<file path="config.mk">
export PLATFORM = sky130hd
export DESIGN_NAME = sample_history_ring_with_text_dump
export DESIGN_NICKNAME = d
export VERILOG_FILES = /design/src/design/shtd_pkg.sv /design/src/design/shtd_ram.sv /design/src/design/shtd_ctrl.sv /design/src/design/shtd_datapath.sv /design/src/design/sample_history_ring_with_text_dump.sv
export SDC_FILE = /design/constraint.sdc
export NUM_CORES = 1
export LEC_CHECK = 0
export ABC_AREA = 1
export BUFFER_PORTS_ARGS = -buffer_cell sky130_fd_sc_hd__buf_2
export CAP_MARGIN = 5
export CORE_AREA = 2 2 109 111
export DETAILED_ROUTE_END_ITERATION = 8
export DIE_AREA = 0 0 111 113
export PLACE_DENSITY = 0.72
export SLEW_MARGIN = 20
export SYNTH_ARGS = -nofsm -noshare
export SYNTH_HDL_FRONTEND = slang
export SYNTH_HIERARCHICAL = 1
export SYNTH_SLANG_ARGS = --single-unit
</file>
<file path="constraint.sdc">
create_clock -name clock -period 1.7 [get_ports clock]
set_input_delay 0.17 -clock clock [delete_from_list [all_inputs] [get_ports clock]]
set_output_delay 0.17 -clock clock [all_outputs]
set_load 0.005 [all_outputs]
</file>
<file path="src/design/shtd_pkg.sv">
// Package with the shared types and constants of the sample history ring.
`default_nettype none

package shtd_pkg;

   // Stream payload widths.
   localparam int REQ_TDATA_W = 16;
   localparam int RSP_TDATA_W = 72;
   localparam int SAMPLE_W    = 4;
   localparam int BYTE_W      = 8;
   localparam int CHAR_W      = 7;
   localparam int NUM_CHARS   = 9;
   localparam int COUNT_W     = 4;

   // Command byte that starts a dump.
   localparam logic [BYTE_W-1:0] CMD_DUMP = 8'd68;

   // Kind codes carried on the request side.
   localparam logic FUNC_SAMPLE = 1'b0;
   localparam logic FUNC_BYTE   = 1'b1;

   // ASCII characters used in the text groups.
   localparam logic [CHAR_W-1:0] CHR_HASH    = 7'd35;
   localparam logic [CHAR_W-1:0] CHR_E       = 7'd101;
   localparam logic [CHAR_W-1:0] CHR_L       = 7'd108;
   localparam logic [CHAR_W-1:0] CHR_M       = 7'd109;
   localparam logic [CHAR_W-1:0] CHR_COLON   = 7'd58;
   localparam logic [CHAR_W-1:0] CHR_ZERO    = 7'd48;
   localparam logic [CHAR_W-1:0] CHR_ONE     = 7'd49;
   localparam logic [CHAR_W-1:0] CHR_DASH    = 7'd45;
   localparam logic [CHAR_W-1:0] CHR_COMMA   = 7'd44;
   localparam logic [CHAR_W-1:0] CHR_NEWLINE = 7'd10;
   localparam logic [CHAR_W-1:0] CHR_NONE    = 7'd0;

   // Group lengths.
   localparam logic [COUNT_W-1:0] LEN_HEADER_SHORT = 4'd8;
   localparam logic [COUNT_W-1:0] LEN_HEADER_LONG  = 4'd9;
   localparam logic [COUNT_W-1:0] LEN_ENTRY        = 4'd5;
   localparam logic [COUNT_W-1:0] LEN_NEWLINE      = 4'd1;

   // Count from which the header carries a tens digit.
   localparam logic [4:0] TENS_LIMIT = 5'd10;

   typedef logic [NUM_CHARS-1:0][CHAR_W-1:0] chars_type;

   // Commands from the controller to the datapath.
   typedef struct packed {
      logic store;         // advance the write pointer and store the sample
      logic start;         // latch the read pointer and entry count for a dump
      logic load_header;   // place the header group in the output register
      logic load_newline;  // place the lone newline group and clear the ring
      logic rd;            // read the entry at the read pointer
      logic load_entry;    // place one entry group, step the read pointer
   } cmd_type;

   // Status from the datapath to the controller.
   typedef struct packed {
      logic sample_item;   // request beat carries a sample
      logic dump_item;     // request beat carries the dump command
      logic out_free;      // output register can take a group this cycle
      logic cnt_zero;      // dump has no entries
      logic last_entry;    // the entry being placed is the oldest one
   } sts_type;

endpackage

`default_nettype wire

</file>
<file path="src/design/shtd_ram.sv">
// Generic single-port-write, single-port-read RAM with registered read data.
`default_nettype none

module shtd_ram #(
   parameter int WIDTH = 4,
   parameter int DEPTH = 16
) (
   input  wire logic                     clock,
   input  wire logic                     wr_en,
   input  wire logic [$clog2(DEPTH)-1:0] wr_addr,
   input  wire logic [WIDTH-1:0]         wr_data,
   input  wire logic                     rd_en,
   input  wire logic [$clog2(DEPTH)-1:0] rd_addr,
   output logic      [WIDTH-1:0]         rd_data
);

   logic [WIDTH-1:0] mem_ff [DEPTH];

   always_ff @(posedge clock) begin
      if (wr_en) begin
         mem_ff[wr_addr] <= wr_data;
      end
      if (rd_en) begin
         rd_data <= mem_ff[rd_addr];
      end
   end

endmodule

`default_nettype wire

</file>
<file path="src/design/shtd_ctrl.sv">
// Controller state machine that sequences sample stores and text dumps.
`default_nettype none

module shtd_ctrl (
   input  wire logic             clock,
   input  wire logic             reset,
   input  wire logic             req_tvalid,
   output logic                  req_tready,
   input  wire shtd_pkg::sts_type sts,
   output shtd_pkg::cmd_type     cmd
);

   typedef enum logic [2:0] {
      ST_IDLE,
      ST_HEADER,
      ST_NEWLINE,
      ST_READ,
      ST_EMIT
   } state_type;

   state_type state_ff, state_in;
   logic      accept;

   assign req_tready = (state_ff == ST_IDLE);
   assign accept     = req_tvalid && req_tready;

   always_comb begin
      state_in = state_ff;
      cmd      = '0;
      unique case (state_ff)
         ST_IDLE: begin
            if (accept && sts.sample_item) begin
               cmd.store = 1'b1;
            end else if (accept && sts.dump_item) begin
               cmd.start = 1'b1;
               state_in  = ST_HEADER;
            end
         end
         ST_HEADER: begin
            if (sts.out_free) begin
               cmd.load_header = 1'b1;
               state_in        = sts.cnt_zero ? ST_NEWLINE : ST_READ;
            end
         end
         ST_NEWLINE: begin
            if (sts.out_free) begin
               cmd.load_newline = 1'b1;
               state_in         = ST_IDLE;
            end
         end
         ST_READ: begin
            cmd.rd   = 1'b1;
            state_in = ST_EMIT;
         end
         ST_EMIT: begin
            if (sts.out_free) begin
               cmd.load_entry = 1'b1;
               state_in       = sts.last_entry ? ST_IDLE : ST_READ;
            end
         end
         default: begin
            state_in = ST_IDLE;
         end
      endcase
   end

   always_ff @(posedge clock) begin
      if (reset) begin
         state_ff <= ST_IDLE;
      end else begin
         state_ff <= state_in;
      end
   end

endmodule

`default_nettype wire

</file>
<file path="src/design/shtd_datapath.sv">
// Datapath: ring pointers, sample memory, text group formatting and output register.
`default_nettype none

module shtd_datapath #(
   parameter int DEPTH = 16
) (
   input  wire logic                                clock,
   input  wire logic                                reset,
   input  wire shtd_pkg::cmd_type                   cmd,
   output shtd_pkg::sts_type                        sts,
   input  wire logic [shtd_pkg::REQ_TDATA_W-1:0]    req_tdata,
   input  wire logic                                req_tuser,
   input  wire logic                                rsp_tready,
   output logic                                     rsp_tvalid,
   output logic      [shtd_pkg::RSP_TDATA_W-1:0]    rsp_tdata,
   output logic                                     rsp_tlast
);

   localparam int PTR_W = $clog2(DEPTH);
   localparam int CNT_W = $clog2(DEPTH + 1);
   localparam logic [PTR_W-1:0] PTR_MAX  = PTR_W'(DEPTH - 1);
   localparam logic [CNT_W-1:0] CNT_FULL = CNT_W'(DEPTH);
   localparam int PAD_W = shtd_pkg::RSP_TDATA_W - shtd_pkg::COUNT_W
                          - shtd_pkg::NUM_CHARS * shtd_pkg::CHAR_W;

   logic [PTR_W-1:0] wr_ptr_ff, wr_ptr_in;
   logic [CNT_W-1:0] fill_ff, fill_in;
   logic [PTR_W-1:0] rd_ptr_ff, rd_ptr_in;
   logic [CNT_W-1:0] remain_ff, remain_in;
   logic             valid_ff, valid_in;

   logic [shtd_pkg::COUNT_W-1:0] count_ff, count_in;
   shtd_pkg::chars_type          chars_ff, chars_in;
   logic                         last_ff, last_in;

   logic [shtd_pkg::SAMPLE_W-1:0] sample;
   logic [shtd_pkg::BYTE_W-1:0]   rx_byte;
   logic [shtd_pkg::SAMPLE_W-1:0] rd_data;
   logic [PTR_W-1:0]              wr_next;
   logic [4:0]                    cnt5;
   logic                          has_tens;
   logic [3:0]                    units;
   logic [shtd_pkg::CHAR_W-1:0]   units_chr;
   logic                          out_free;
   logic                          clear;

   assign sample  = req_tdata[shtd_pkg::SAMPLE_W-1:0];
   assign rx_byte = req_tdata[shtd_pkg::SAMPLE_W +: shtd_pkg::BYTE_W];

   assign out_free = !valid_ff || rsp_tready;

   assign sts.sample_item = (req_tuser == shtd_pkg::FUNC_SAMPLE);
   assign sts.dump_item   = (req_tuser == shtd_pkg::FUNC_BYTE)
                            && (rx_byte == shtd_pkg::CMD_DUMP);
   assign sts.out_free    = out_free;
   assign sts.cnt_zero    = (remain_ff == '0);
   assign sts.last_entry  = (remain_ff == CNT_W'(1));

   // The pointer moves first, so the store lands on the advanced slot.
   assign wr_next = (wr_ptr_ff == PTR_MAX) ? '0 : wr_ptr_ff + PTR_W'(1);

   shtd_ram #(
      .WIDTH (shtd_pkg::SAMPLE_W),
      .DEPTH (DEPTH)
   ) u_ram (
      .clock   (clock),
      .wr_en   (cmd.store),
      .wr_addr (wr_next),
      .wr_data (sample),
      .rd_en   (cmd.rd),
      .rd_addr (rd_ptr_ff),
      .rd_data (rd_data)
   );

   // Decimal count for the header; the count never exceeds sixteen.
   assign cnt5      = 5'(remain_ff);
   assign has_tens  = (cnt5 >= shtd_pkg::TENS_LIMIT);
   assign units     = has_tens ? 4'(cnt5 - shtd_pkg::TENS_LIMIT) : 4'(cnt5);
   assign units_chr = shtd_pkg::CHR_ZERO + {3'b000, units};

   assign clear = cmd.load_newline || (cmd.load_entry && sts.last_entry);

   always_comb begin
      wr_ptr_in = wr_ptr_ff;
      fill_in   = fill_ff;
      rd_ptr_in = rd_ptr_ff;
      remain_in = remain_ff;
      if (cmd.store) begin
         wr_ptr_in = wr_next;
         if (fill_ff != CNT_FULL) begin
            fill_in = fill_ff + CNT_W'(1);
         end
      end
      if (cmd.start) begin
         rd_ptr_in = wr_ptr_ff;
         remain_in = fill_ff;
      end
      if (cmd.load_entry) begin
         rd_ptr_in = (rd_ptr_ff == '0) ? PTR_MAX : rd_ptr_ff - PTR_W'(1);
         remain_in = remain_ff - CNT_W'(1);
      end
      if (clear) begin
         wr_ptr_in = '0;
         fill_in   = '0;
      end
   end

   always_comb begin
      valid_in = valid_ff && !rsp_tready;
      count_in = count_ff;
      chars_in = chars_ff;
      last_in  = last_ff;
      if (cmd.load_header) begin
         valid_in    = 1'b1;
         last_in     = 1'b0;
         chars_in    = '0;
         chars_in[0] = shtd_pkg::CHR_HASH;
         chars_in[1] = shtd_pkg::CHR_E;
         chars_in[2] = shtd_pkg::CHR_L;
         chars_in[3] = shtd_pkg::CHR_E;
         chars_in[4] = shtd_pkg::CHR_M;
         chars_in[5] = shtd_pkg::CHR_COLON;
         if (has_tens) begin
            chars_in[6] = shtd_pkg::CHR_ONE;
            chars_in[7] = units_chr;
            chars_in[8] = shtd_pkg::CHR_DASH;
            count_in    = shtd_pkg::LEN_HEADER_LONG;
         end else begin
            chars_in[6] = units_chr;
            chars_in[7] = shtd_pkg::CHR_DASH;
            count_in    = shtd_pkg::LEN_HEADER_SHORT;
         end
      end else if (cmd.load_newline) begin
         valid_in    = 1'b1;
         last_in     = 1'b1;
         chars_in    = '0;
         chars_in[0] = shtd_pkg::CHR_NEWLINE;
         count_in    = shtd_pkg::LEN_NEWLINE;
      end else if (cmd.load_entry) begin
         valid_in    = 1'b1;
         last_in     = sts.last_entry;
         chars_in    = '0;
         chars_in[0] = shtd_pkg::CHR_ZERO | {6'b000000, rd_data[3]};
         chars_in[1] = shtd_pkg::CHR_ZERO | {6'b000000, rd_data[2]};
         chars_in[2] = shtd_pkg::CHR_ZERO | {6'b000000, rd_data[1]};
         chars_in[3] = shtd_pkg::CHR_ZERO | {6'b000000, rd_data[0]};
         chars_in[4] = sts.last_entry ? shtd_pkg::CHR_NEWLINE : shtd_pkg::CHR_COMMA;
         count_in    = shtd_pkg::LEN_ENTRY;
      end
   end

   always_ff @(posedge clock) begin
      if (reset) begin
         wr_ptr_ff <= '0;
         fill_ff   <= '0;
         rd_ptr_ff <= '0;
         remain_ff <= '0;
         valid_ff  <= 1'b0;
      end else begin
         wr_ptr_ff <= wr_ptr_in;
         fill_ff   <= fill_in;
         rd_ptr_ff <= rd_ptr_in;
         remain_ff <= remain_in;
         valid_ff  <= valid_in;
      end
   end

   always_ff @(posedge clock) begin
      count_ff <= count_in;
      chars_ff <= chars_in;
      last_ff  <= last_in;
   end

   assign rsp_tvalid = valid_ff;
   assign rsp_tdata  = {{PAD_W{1'b0}}, chars_ff, count_ff};
   assign rsp_tlast  = last_ff;

endmodule

`default_nettype wire

</file>
<file path="src/design/sample_history_ring_with_text_dump.sv">
// Top level of the sample history ring with its text dump, controller plus datapath.
// A sample beat is taken while the controller is idle and gives no response.
// A dump gives a header group, then one group per stored entry, newest first, or a lone
// newline group when the ring is empty; a registered read of the sample memory comes
// ahead of each entry group.
// Synchronous active-high reset empties the ring and the output register.
`default_nettype none

module sample_history_ring_with_text_dump #(
   // Number of ring slots, from 2 to 16.
   parameter int DEPTH = 16
) (
   input  wire logic                             clock,
   input  wire logic                             reset,

   // Request stream.
   input  wire logic                             req_tvalid,
   output logic                                  req_tready,
   // [3:0] sample, [11:4] rx_byte, [15:12] zero
   input  wire logic [shtd_pkg::REQ_TDATA_W-1:0] req_tdata,
   // [0] func: 0 is a sample beat, 1 is a received command byte
   input  wire logic                             req_tuser,

   // Response stream of text groups.
   output logic                                  rsp_tvalid,
   input  wire logic                             rsp_tready,
   // [3:0] char_count, [10:4] char_0, [17:11] char_1, [24:18] char_2,
   // [31:25] char_3, [38:32] char_4, [45:39] char_5, [52:46] char_6,
   // [59:53] char_7, [66:60] char_8, [71:67] zero
   output logic      [shtd_pkg::RSP_TDATA_W-1:0] rsp_tdata,
   // Marks the final group of a dump.
   output logic                                  rsp_tlast
);

   // The controller only decides what happens each cycle; all storage that the
   // ring keeps (pointers, fill count, sample memory, output register) sits in
   // the datapath. The two talk through one command and one status bundle.
   shtd_pkg::cmd_type cmd;
   shtd_pkg::sts_type sts;

   // Requests are taken only between dumps. A finished group may still wait in
   // the output register while new samples are accepted; the next dump holds
   // its header until that register frees up.
   shtd_ctrl u_ctrl (
      .clock      (clock),
      .reset      (reset),
      .req_tvalid (req_tvalid),
      .req_tready (req_tready),
      .sts        (sts),
      .cmd        (cmd)
   );

   // The datapath advances the write pointer before each store, so the first
   // sample after a clear lands in slot one. A dump walks backward from the
   // write pointer and clears the pointer and fill count with its last group.
   shtd_datapath #(
      .DEPTH (DEPTH)
   ) u_datapath (
      .clock      (clock),
      .reset      (reset),
      .cmd        (cmd),
      .sts        (sts),
      .req_tdata  (req_tdata),
      .req_tuser  (req_tuser),
      .rsp_tready (rsp_tready),
      .rsp_tvalid (rsp_tvalid),
      .rsp_tdata  (rsp_tdata),
      .rsp_tlast  (rsp_tlast)
   );

endmodule

`default_nettype wire

</file>
==> summary.md, run 1 <==
| Metric | Value |
|---|---|
| Fill cells | 908 |
| Max Clock Skew | 0.00640 ns |
| Vias in the first global route | 4090 |
| Sw Ratio | 0.198 |
| Max cap viols | 0 |
| Ranking of synthesized cells by area | edfxtp_1 43%, dfxtp_1 12%, nand2_1 10% |
| Number of routed nets with antenna violations | 0 |
| Worst Hold Class | in -> reg |
| Final worst setup slack | -0.0812 ns |
| Residual DRC count | 0 |
| Int Pwr | 5.79 mW |
| Post-synthesis register bit count | 114 |
| Most frequent cells in the layout | 146 x nand2_1, 92 x inv_1, 80 x edfxtp_1 |
| Non-filler cells, final | 872 |
| Initial antenna violation count | 0 |
| Port Buffers | 69 |
| WL per Instance | 14.1 um |
| Vias | 4428 |
| Power Dens Cells | 1060 nW/um^2 |
| Failing checks | setup timing |
| Clk root buf | clkbuf_16 |
| Flop pwr share | 0.428 |
| Max Transition Viols Final | 0 |
| Placeable Area | 11300 sq um |
| Setup TNS Final | -1.24 ns |
| Outcome | finished with violations |
| Starting Density | 0.501 |
| Lkg Pwr | 3.08 nW |
| F_max | 561 MHz |
| Row count | 39 |
| Final Cell Area | 6810 sq um |
| Largest net degree at the start of global routing | 33 |
| Comb power frac | 0.055 |
| Die area | 12500 sq um |
| Crit. End Element | flip-flop |
| Commonest non-fill, non-tap cell in the layout | nand2_1 |
| Crit share post-route | 1.05 |
| Clock transition at path regs | 0.05 ns |
| Fin crit period | 1.78 ns |
| Global Route Usage Sum | 0.199 |
| Top fanout value on the critical path | 5 |
| Fin. Hold Viols | 0 |
| Net Switching | 1.43 mW |
| Clk pwr share | 0.516 |
| Worst path required time | 1.82 ns |
| Post-synth top area share | 0.425 |
| Io pins | 96 |
| DR pass1 iterations | 6 |
| Die Wd | 111 um |
| Syn. warnings | 6 |
| RePlAce Congestion | 0.890 |
| Crit path arrival time | 1.90 ns |
| Crit Path Category | reg -> reg |
| Antenna cells | 0 |
| DRT iter0 DRCs | 267 |
| Placed Area | 6030 sq um |
| Startpoint class of the critical path | flip-flop |
| Syn Std Cell Area | 5650 sq um |
| Placed instance count | 835 |
| Multi-input gate area | 1850 sq um |
| Synthesized area per cell | 8.91 sq um |
| First-pass GRT wire length | 19500 um |
| Share of post-route cells with drive strength above 1 | 0.250 |
| Clk_lat worst skew | 0.41 ns |
| Overall Power | 7.22 mW |
| Worst IR Drop VDD | 678 uV |
| Unrepaired setup endpoints after global routing | yes |
| Synth cell types | 36 |
| CTS tree | built |
| Count of clock tree sinks | 114 |
| Sequential area share after synthesis | 0.546 |
| Final HPWL DP | 8160 um |
| Drt total wl | 12300 um |
| Gr ovfl total | 0 |
| Register area | 3090 sq um |
| Vias/cell | 5.08 |
| CTS H-Tree Depth | 4 |
| CTS buffer count | 17 |
| Cell count after synthesis | 634 |
| Final setup fails | 40 |
| Deepest clock path buffer count | 2 |
| Post-layout util | 0.604 |
| Fin nets | 747 |
| Layout area overhead | 20.5% |
| Yosys top cell by area | edfxtp_1 |
| Die Y | 113 um |
==> cells by family (layout without fill, tap and decap cells) <==
family	count (synthesis)	count (layout)	synth area share
buf+inv	165	239	0.156
simple gates	299	299	0.234
fa+ha+maj	9	9	0.0199
other cells	1	22	0.000664
flops	114	114	0.546
xor+xnor	1	1	0.00155
compound gates	45	45	0.0416
==> per-stage QoR <==
stage	setup WS, ns	hold WS [ns]
2_1_floorplan	-0.0140	0.239
4_1_cts	-0.0225	0.0629
3_3_place_gp	-0.0649	0.432
6_report	-0.0812	0.0682
3_5_place_dp	-0.106	0.432
5_1_grt	-0.146	0.0741
==> cells in the mapped netlist, drive strengths merged <==
| cell type | instances |
|---|---|
| a211oi | 1 |
| a21oi | 22 |
| a31oi | 1 |
| and2 | 1 |
| buf | 66 |
| conb | 1 |
| dfxtp | 34 |
| edfxtp | 80 |
| ha | 9 |
| inv | 99 |
| nand2 | 156 |
| nand3 | 74 |
| nand3b | 6 |
| nand4 | 5 |
| nor2 | 51 |
| nor3 | 2 |
| nor4 | 1 |
| o21ai | 19 |
| o22ai | 2 |
| or2 | 3 |
| xor2 | 1 |
==> worst paths after layout <==
| kind | cells after the start | from | slack (ns) | end |
|---|---|---|---|---|
| worst max-delay path | 7 | u_ctrl/state_ff[0] | -0.08 | u_datapath/u_ram/mem_ff[5][2] |
| worst min-delay path | 2 | reset | 0.07 | u_datapath/rd_ptr_ff[0] |
| worst max register to register | 7 | u_ctrl/state_ff[0] | -0.08 | u_datapath/u_ram/mem_ff[5][2] |
| worst min register to register | 2 | u_datapath/u_ram/rd_data[3] | 0.45 | u_datapath/rsp_tdata[4] |
==> state kept, by name, indices dropped and copies added (netlist names) <==
| name | flops |
|---|---|
| u_ctrl/state_ff | 3 |
| u_datapath/cnt5 | 5 |
| u_datapath/count_ff | 3 |
| u_datapath/fill_ff | 5 |
| u_datapath/rd_ptr_ff | 4 |
| u_datapath/rsp_tdata | 20 |
| u_datapath/rsp_tlast | 1 |
| u_datapath/rsp_tvalid | 1 |
| u_datapath/u_ram/mem_ff | 64 |
| u_datapath/u_ram/rd_data | 4 |
| u_datapath/wr_ptr_ff | 4 |
==> critical path, cell delays in order, from the launching register on <==
cell,delay (ns)
dfxtp_2,0.33
nor3_2,0.22
nand2_1,0.12
nor2_2,0.14
buf_6,0.13
nand3b_1,0.19
nor2_1,0.19
buf_4,0.16
==> layer usage <==
metal / GRT usage / share of wire / vias to the layer above
li1: - / - / 2145
met1: 0.243 / 0.41 / 2067
met2: 0.344 / 0.50 / 194
met3: 0.0434 / 0.071 / 22
met4: 0.0817 / 0.017 / 0
met5: 0 / 0 / -
==> cell type report <==
type	count	area share
clock inverters	12	0.0278
clock buffers	19	0.0636
well taps	143	0.0263
repair buffers	109	0.100
inverters	99	0.0557
multi-input cells	376	0.272
flip-flops and latches	114	0.454
==> power groups by stage <==
stage	Clock, mW	Combinational, mW	Sequential (mW)
finish	3.73	0.401	3.09
global route	3.88	0.444	3.10
CTS	3.76	0.392	3.09
detailed placement	0	0.384	3.15
global placement	0	0.380	3.14
floorplan	0	0.317	3.15
==> what timing repair did <==
item,CTS,global route
endpoints found under the setup margin,78,96
setup buffers,4,2
hold buffers,0,0
resized for setup,15,20
pin swaps,6,4
gates cloned,0,0
(Power assumes the default switching activity.)
==> inputs of run 2 (changes only) <==
--- a/config.mk
+++ b/config.mk
@@ -8,12 +8,11 @@
 export ABC_AREA = 1
 export BUFFER_PORTS_ARGS = -buffer_cell sky130_fd_sc_hd__buf_2
 export CAP_MARGIN = 5
-export CORE_AREA = 2 2 109 111
+export CORE_AREA = 2 2 107 109
 export DETAILED_ROUTE_END_ITERATION = 8
-export DIE_AREA = 0 0 111 113
+export DIE_AREA = 0 0 109 111
 export PLACE_DENSITY = 0.72
 export SLEW_MARGIN = 20
 export SYNTH_ARGS = -nofsm -noshare
 export SYNTH_HDL_FRONTEND = slang
-export SYNTH_HIERARCHICAL = 1
 export SYNTH_SLANG_ARGS = --single-unit
==> summary.md, run 2 <==
| Metric | Value |
|---|---|
| Crit Path Category | reg -> reg |
| Max cap viols | 0 (unchanged) |
| XOR/XNOR share of the synthesized area | 0.00321 (+0.00166) |
| Post-layout util | 0.582 (-0.0216) |
| Non-filler cells, final | 779 (-11%) |
| Max Transition Viols Final | 0 (unchanged) |
| Starting Density | 0.493 (-0.00789) |
| Vias in the first global route | 3887 (-5.0%) |
| Deepest clock path buffer count | 2 (unchanged) |
| Gr ovfl total | 0 (unchanged) |
| Final HPWL DP | 7760 um (-4.9%) |
| Placed instance count | 747 (-11%) |
| CTS buffer count | 17 (unchanged) |
| Clk root buf | clkbuf_16 |
| Most frequent cell after synthesis | nor2_1 |
| Share of post-route cells with drive strength above 1 | 0.270 (+0.0208) |
| Fin nets | 657 (-12%) |
| Async set-or-reset flop fraction in the synthesized netlist | 0 (unchanged) |
| Largest register by flop count | u_datapath.u_ram.mem_ff |
| Main flop type after synthesis | edfxtp_1 |
| Top fanout value on the critical path | 5 (unchanged) |
| Global Route Usage Sum | 0.202 (+0.00293) |
| Die area | 12100 sq um (-3.5%) |
| Syn Std Cell Area | 5460 sq um (-3.3%) |
| Max reg flops | 64 (unchanged) |
| Synth cell types | 38 (+5.6%) |
| Lkg Pwr | 2.58 nW (-16%) |
| Vias | 4083 (-7.8%) |
| Number of routed nets with antenna violations | 0 (unchanged) |
| RePlAce Congestion | 0.886 (-0.47%) |
| Clk_lat worst skew | 0.41 ns (about the same) |
| Synthesized area per cell | 9.90 sq um (+11%) |
| Synth Area in Adders | 0.0298 (+0.00984) |
| Initial antenna violation count | 0 (unchanged) |
| Clock transition at path regs | 0.06 ns (about the same) |
| Antenna cells | 0 (unchanged) |
| Vias/cell | 5.24 (+3.2%) |
| EDFF count, synth | 80 (unchanged) |
| Setup TNS Final | 0 ns (+1.24 ns) |
| Post-synthesis register bit count | 114 (unchanged) |
| Ranking of synthesized cells by area | edfxtp_1 44%, dfxtp_1 12%, buf_4 7.3% |
| Port Buffers | 69 (unchanged) |
| Syn. warnings | 0 (-6) |
| WL per Instance | 14.8 um (+5.6%) |
| Cell count after synthesis | 552 (-13%) |
| Simple-Gate Fraction of Synth Area | 0.193 (-0.0413) |
| CTS H-Tree Depth | 4 (unchanged) |
| Drt total wl | 11600 um (-5.6%) |
| Power Dens Cells | 1380 nW/um^2 (+30%) |
| Outcome | complete, no violations |
| Startpoint class of the critical path | flip-flop |
| Multi-input gate area | 1870 sq um (+0.81%) |
| Complex-gate fraction of the synthesized area | 0.0953 (+0.0536) |
| Commonest cells in the netlist | 88 x nor2_1, 80 x edfxtp_1, 77 x nand2_1 |
| Commonest non-fill, non-tap cell in the layout | nor2_1 |
| First-pass GRT wire length | 18500 um (-5.1%) |
| DRT iter0 DRCs | 368 (+38%) |
| Largest family of logic cells by synthesized area | simple AND/OR/NAND/NOR gates |
| Residual DRC count | 0 (unchanged) |
| Max Clock Skew | 0.0105 ns (+0.00410 ns) |
| Die Wd | 109 um (-1.8%) |
| Post-synth top area share | 0.440 (+0.0144) |
| DR pass1 iterations | 7 (+1) |
| Post-CTS Setup Bufs | 0 (-4) |
| Yosys top cell by area | edfxtp_1 |
| Unrepaired setup endpoints after global routing | yes |
| Crit share post-route | 0.978 (-0.0701) |
| Overall Power | 8.91 mW (+23%) |
| Worst IR Drop VDD | 732 uV (+7.9%) |
| Count of clock tree sinks | 114 (unchanged) |
| Multiplexer share of the synthesized area | 0 (unchanged) |
| Worst Hold Class | in -> reg |
| Most frequent cells in the layout | 81 x nor2_1, 80 x edfxtp_1, 74 x nand2_1 |
| Crit path arrival time | 1.75 ns (-0.15 ns) |
| CTS tree | built |
| Register area | 3090 sq um (-0.16%) |
| Fin. Hold Viols | 0 (unchanged) |
| F_max | 602 MHz (+7.2%) |
| Die Y | 111 um (-1.8%) |
| Final setup fails | 0 (-100%) |
| Placeable Area | 11100 sq um (-1.7%) |
| Fin crit period | 1.66 ns (-0.119 ns) |
| Layout area overhead | 18.0% |
| Sequential area share after synthesis | 0.564 (+0.0185) |
| Row count | 39 (unchanged) |
| Crit. End Element | flip-flop |
| Fill cells | 876 (-3.5%) |
| Worst path required time | 1.79 ns (-0.03 ns) |
| Largest net degree at the start of global routing | 35 (+6.1%) |
| Io pins | 96 (unchanged) |
-- run 2: cell types whose count changed in the layout (fill, tap and decap cells not counted), sizes merged, moves of 5 or more --
cell    delta
nand2     -72
inv       -53
nor2      +45
nand3     -40
o21ai     +27
buf       -14
o211ai    +13
nand3b     -5
-- run 2: per-layer routing --
layer  part of all wire  wire [um]  vias to the layer above  track usage
met1               0.41       4780                     1903        0.252
met5                  0          0                        -            0
met2               0.48       5570                      200        0.323
met3              0.077        893                       37       0.0553
met4              0.027        315                        0       0.0897
li1                   -          -                     1943            -
-- run 2: worst paths after layout --
kind / from / to / slack [ns] / cells past startpoint
setup / recovery: u_ctrl.state_ff[0] / u_datapath.u_ram.mem_ff[2][2] / 0.04 / 5
hold / removal: reset / u_datapath.cnt5[4] / 0.04 / 2
setup reg to reg: u_ctrl.state_ff[0] / u_datapath.u_ram.mem_ff[2][2] / 0.04 / 5
hold reg to reg: u_datapath.rsp_tlast / u_datapath.rsp_tlast / 0.45 / 2
-- run 2: layout make-up --
| class | count | share of cell area |
|---|---|---|
| Inverter | 43 | 0.0266 |
| Tap cell | 143 | 0.0277 |
| Sequential cell | 114 | 0.478 |
| Clock buffer | 20 | 0.0708 |
| Clock inverter | 12 | 0.0204 |
| Multi-Input combinational cell | 352 | 0.290 |
| Timing Repair Buffer | 95 | 0.0863 |
-- run 2: repair_timing --
action	CTS	global route
cloned	0	0
endpoints found under the setup margin	36	80
resized for setup	5	13
hold buffers	0	0
-- run 2: per-stage QoR --
stage	setup slack, ns	hold WS, ns	area, sq um
after floorplan	0.108	0.239	5540
after global placement	0.0264	0.429	5820
after detailed placement	-0.0431	0.434	5820
after CTS	0.0133	0.0365	6420
after global routing	-0.0814	0.0546	6450
final	0.0380	0.0434	6450
-- run 2: power by group --
part	switching, mW	total [mW]	internal [mW]	leakage, nW
registers	0.197	3.58	3.38	1.00
logic	1.04	1.84	0.804	1.30
clock network	1.26	3.49	2.23	0.279
total	2.49	8.91	6.42	2.58
-- run 2: logic make-up after synthesis --
group                      after synthesis
buffers and inverters                  107
adders and majority gates               13
other                                    1
AOI/OAI and AO/OA                       91
and+or+nand+nor                        224
xor gates and xnor gates                 2
DFF                                    114
-- run 2: worst max-delay path, stage by stage (launching register included) --
cell and delay (ns):
dfxtp_1 0.35, nor2_4 0.13, nand3_2 0.09, nor2_2 0.21, nand2_1 0.24, nor2_1 0.33
==> inputs of run 3 (changes only) <==
--- a/config.mk
+++ b/config.mk
@@ -8,11 +8,12 @@
 export ABC_AREA = 1
 export BUFFER_PORTS_ARGS = -buffer_cell sky130_fd_sc_hd__buf_2
 export CAP_MARGIN = 5
-export CORE_AREA = 2 2 107 109
+export CORE_AREA = 2 2 109 111
 export DETAILED_ROUTE_END_ITERATION = 8
-export DIE_AREA = 0 0 109 111
-export PLACE_DENSITY = 0.72
+export DIE_AREA = 0 0 111 113
+export PLACE_DENSITY = 0.69
 export SLEW_MARGIN = 20
 export SYNTH_ARGS = -nofsm -noshare
 export SYNTH_HDL_FRONTEND = slang
+export SYNTH_HIERARCHICAL = 1
 export SYNTH_SLANG_ARGS = --single-unit
==> constraint.sdc (replaced) <==
create_clock -name clock -period 2.1 [get_ports clock]
set_input_delay 0.21 -clock clock [delete_from_list [all_inputs] [get_ports clock]]
set_output_delay 0.21 -clock clock [all_outputs]
set_load 0.005 [all_outputs]
==> summary.md, run 3 (same netlist as run 1, synthesis figures left out) <==
| Metric | Value |
|---|---|
| Worst path required time | 2.18 ns (+0.39 ns) |
| Outcome | complete, no violations |
| Count of clock tree sinks | 114 (unchanged) |
| DR pass1 iterations | 5 (-2) |
| F_max | 498 MHz (-17%) |
| Worst Hold Class | in -> reg |
| End of the worst register-to-register path | u_datapath/u_ram/mem_ff[11][0] |
| Power Dens Cells | 877 nW/um^2 (-37%) |
| Largest register by flop count | u_datapath/u_ram/mem_ff |
| Top fanout value on the critical path | 5 (unchanged) |
| Residual DRC count | 0 (unchanged) |
| Die Wd | 111 um (+1.8%) |
| Fin nets | 716 (+9.0%) |
| RePlAce Congestion | 0.880 (-0.63%) |
| Lkg Pwr | 2.90 nW (+12%) |
| Unrepaired setup endpoints after global routing | yes |
| Final setup fails | 0 (unchanged) |
| Fin Hold WS | 0.107 ns (+0.0635 ns) |
| CTS H-Tree Depth | 4 (unchanged) |
| CTS buffer count | 17 (unchanged) |
| Die area | 12500 sq um (+3.7%) |
| WL per Instance | 13.9 um (-6.6%) |
| Critical path destination | u_datapath/u_ram/mem_ff[11][0] |
| Fin. Hold Viols | 0 (unchanged) |
| Worst IR Drop VDD | 464 uV (-37%) |
| Initial antenna violation count | 0 (unchanged) |
| Number of routed nets with antenna violations | 0 (unchanged) |
| Row count | 39 (unchanged) |
| Crit path arrival time | 2.09 ns (+0.34 ns) |
| Clk_lat worst skew | 0.41 ns (about the same) |
| Max cap viols | 0 (unchanged) |
| Crit path max-delay cell type | nor2_1 |
| Crit. End Element | flip-flop |
| Vias | 4246 (+4.0%) |
| Crit Path Category | reg -> reg |
| CTS tree | built |
| DRT iter0 DRCs | 293 (-20%) |
| Port Buffers | 69 (unchanged) |
| Most frequent cells in the layout | 150 x nand2_1, 93 x inv_1, 80 x edfxtp_1 |
| Hold_buf cts | 0 (unchanged) |
| Reg2reg start | u_datapath/wr_ptr_ff[0] |
| Max Transition Viols Final | 0 (unchanged) |
| First-pass GRT wire length | 18400 um (-0.67%) |
| Layout area overhead | 13.7% |
| Largest net degree at the start of global routing | 33 (-5.7%) |
| Antenna cells | 0 (unchanged) |
| CP Cell Sequence | ha_1 > or2_2 > and2_1 > nand3b_1 > nor2_1 |
| Global Route Usage Sum | 0.189 (-0.0127) |
| R2r worst-path depth | 5 (unchanged) |
| Commonest non-fill, non-tap cell in the layout | nand2_1 |
| Setup TNS Final | 0 ns (unchanged) |
| CP peak stage delay | 0.35 ns (about the same) |
| Starting Density | 0.501 (+0.00789) |
| Gr ovfl total | 0 (unchanged) |
| Final HPWL DP | 7880 um (+1.5%) |
| Startpoint class of the critical path | flip-flop |
| R2r setup slk | 0.09 ns (+0.05 ns) |
| Crit share post-route | 0.957 (-0.0209) |
| Max Clock Skew | 0.00710 ns (-0.00341 ns) |
| Overall Power | 5.63 mW (-37%) |
| Placeable Area | 11300 sq um (+1.8%) |
| Share of post-route cells with drive strength above 1 | 0.187 (-0.0830) |
| Max reg flops | 64 (unchanged) |
| Drt total wl | 11700 um (+0.92%) |
| Die Y | 113 um (+1.8%) |
| Clk root buf | clkbuf_16 |
| Worst Setup SP | u_datapath/wr_ptr_ff[0] |
| Vias/cell | 5.04 (-3.8%) |
| Clock transition at path regs | 0.05 ns (about the same) |
| Fin crit period | 2.01 ns (+0.347 ns) |
| Deepest clock path buffer count | 2 (unchanged) |
| Vias in the first global route | 3887 (unchanged) |
| Io pins | 96 (unchanged) |
## run 3: stage by stage
stage / instance area, sq um / setup slack (ns) / utilization / instances
after floorplan: 5730 / 0.215 / - / 655
after global placement: 5830 / 0.154 / 0.517 / 810
after detailed placement: 5830 / 0.0957 / 0.517 / 810
after CTS: 6410 / 0.0857 / 0.568 / 842
after global routing: 6420 / -0.0352 / 0.570 / 842
final: 6420 / 0.0909 / 0.570 / 842
## run 3: what timing repair did
item,4_1_cts,5_1_grt
buffers inserted,0,0
gates resized for setup,0,5
endpoints found under the setup margin,0,20
## run 3: power by group
group	switching, mW	internal, mW	total, mW	leakage, nW
Sequential	0.0438	2.46	2.50	0.998
Clock	0.980	1.84	2.82	0.277
Combinational	0.167	0.133	0.300	1.62
## run 3: layout make-up
class	instances	area (sq um)
clock buffer	20	437
clock inverter	12	141
fill	965	4850
inverter	99	379
multi-input combinational	376	1780
sequential	114	3080
tap	143	179
timing repair buffer	78	425
## run 3: worst min path at each step
stage	start	endpoint	slack, ns	depth (start not counted)
after floorplan	reset	u_ctrl/state_ff[0]	0.28	1
after global placement	u_datapath/rsp_tdata[5]	u_datapath/rsp_tdata[5]	0.43	2
after detailed placement	u_datapath/u_ram/rd_data[3]	u_datapath/rsp_tdata[4]	0.44	2
after CTS	reset	u_datapath/cnt5[4]	0.11	2
after global routing	reset	u_datapath/cnt5[4]	0.11	2
final	reset	u_datapath/cnt5[4]	0.11	2
## run 3: routing by layer
layer  vias up  global-route usage  routed length, um
met1      1930               0.229               4950
met4         0              0.0908                250
met5         -                   0                  0
met3        21              0.0546                982
li1       2072                   -                  -
met2       223               0.313               5480
## run 3: worst max-delay path: cells and delay by family (launching register included)
family	cells	cell delay, ns
simple gates	4	1.11
flops	1	0.34
fa+ha+maj	1	0.22
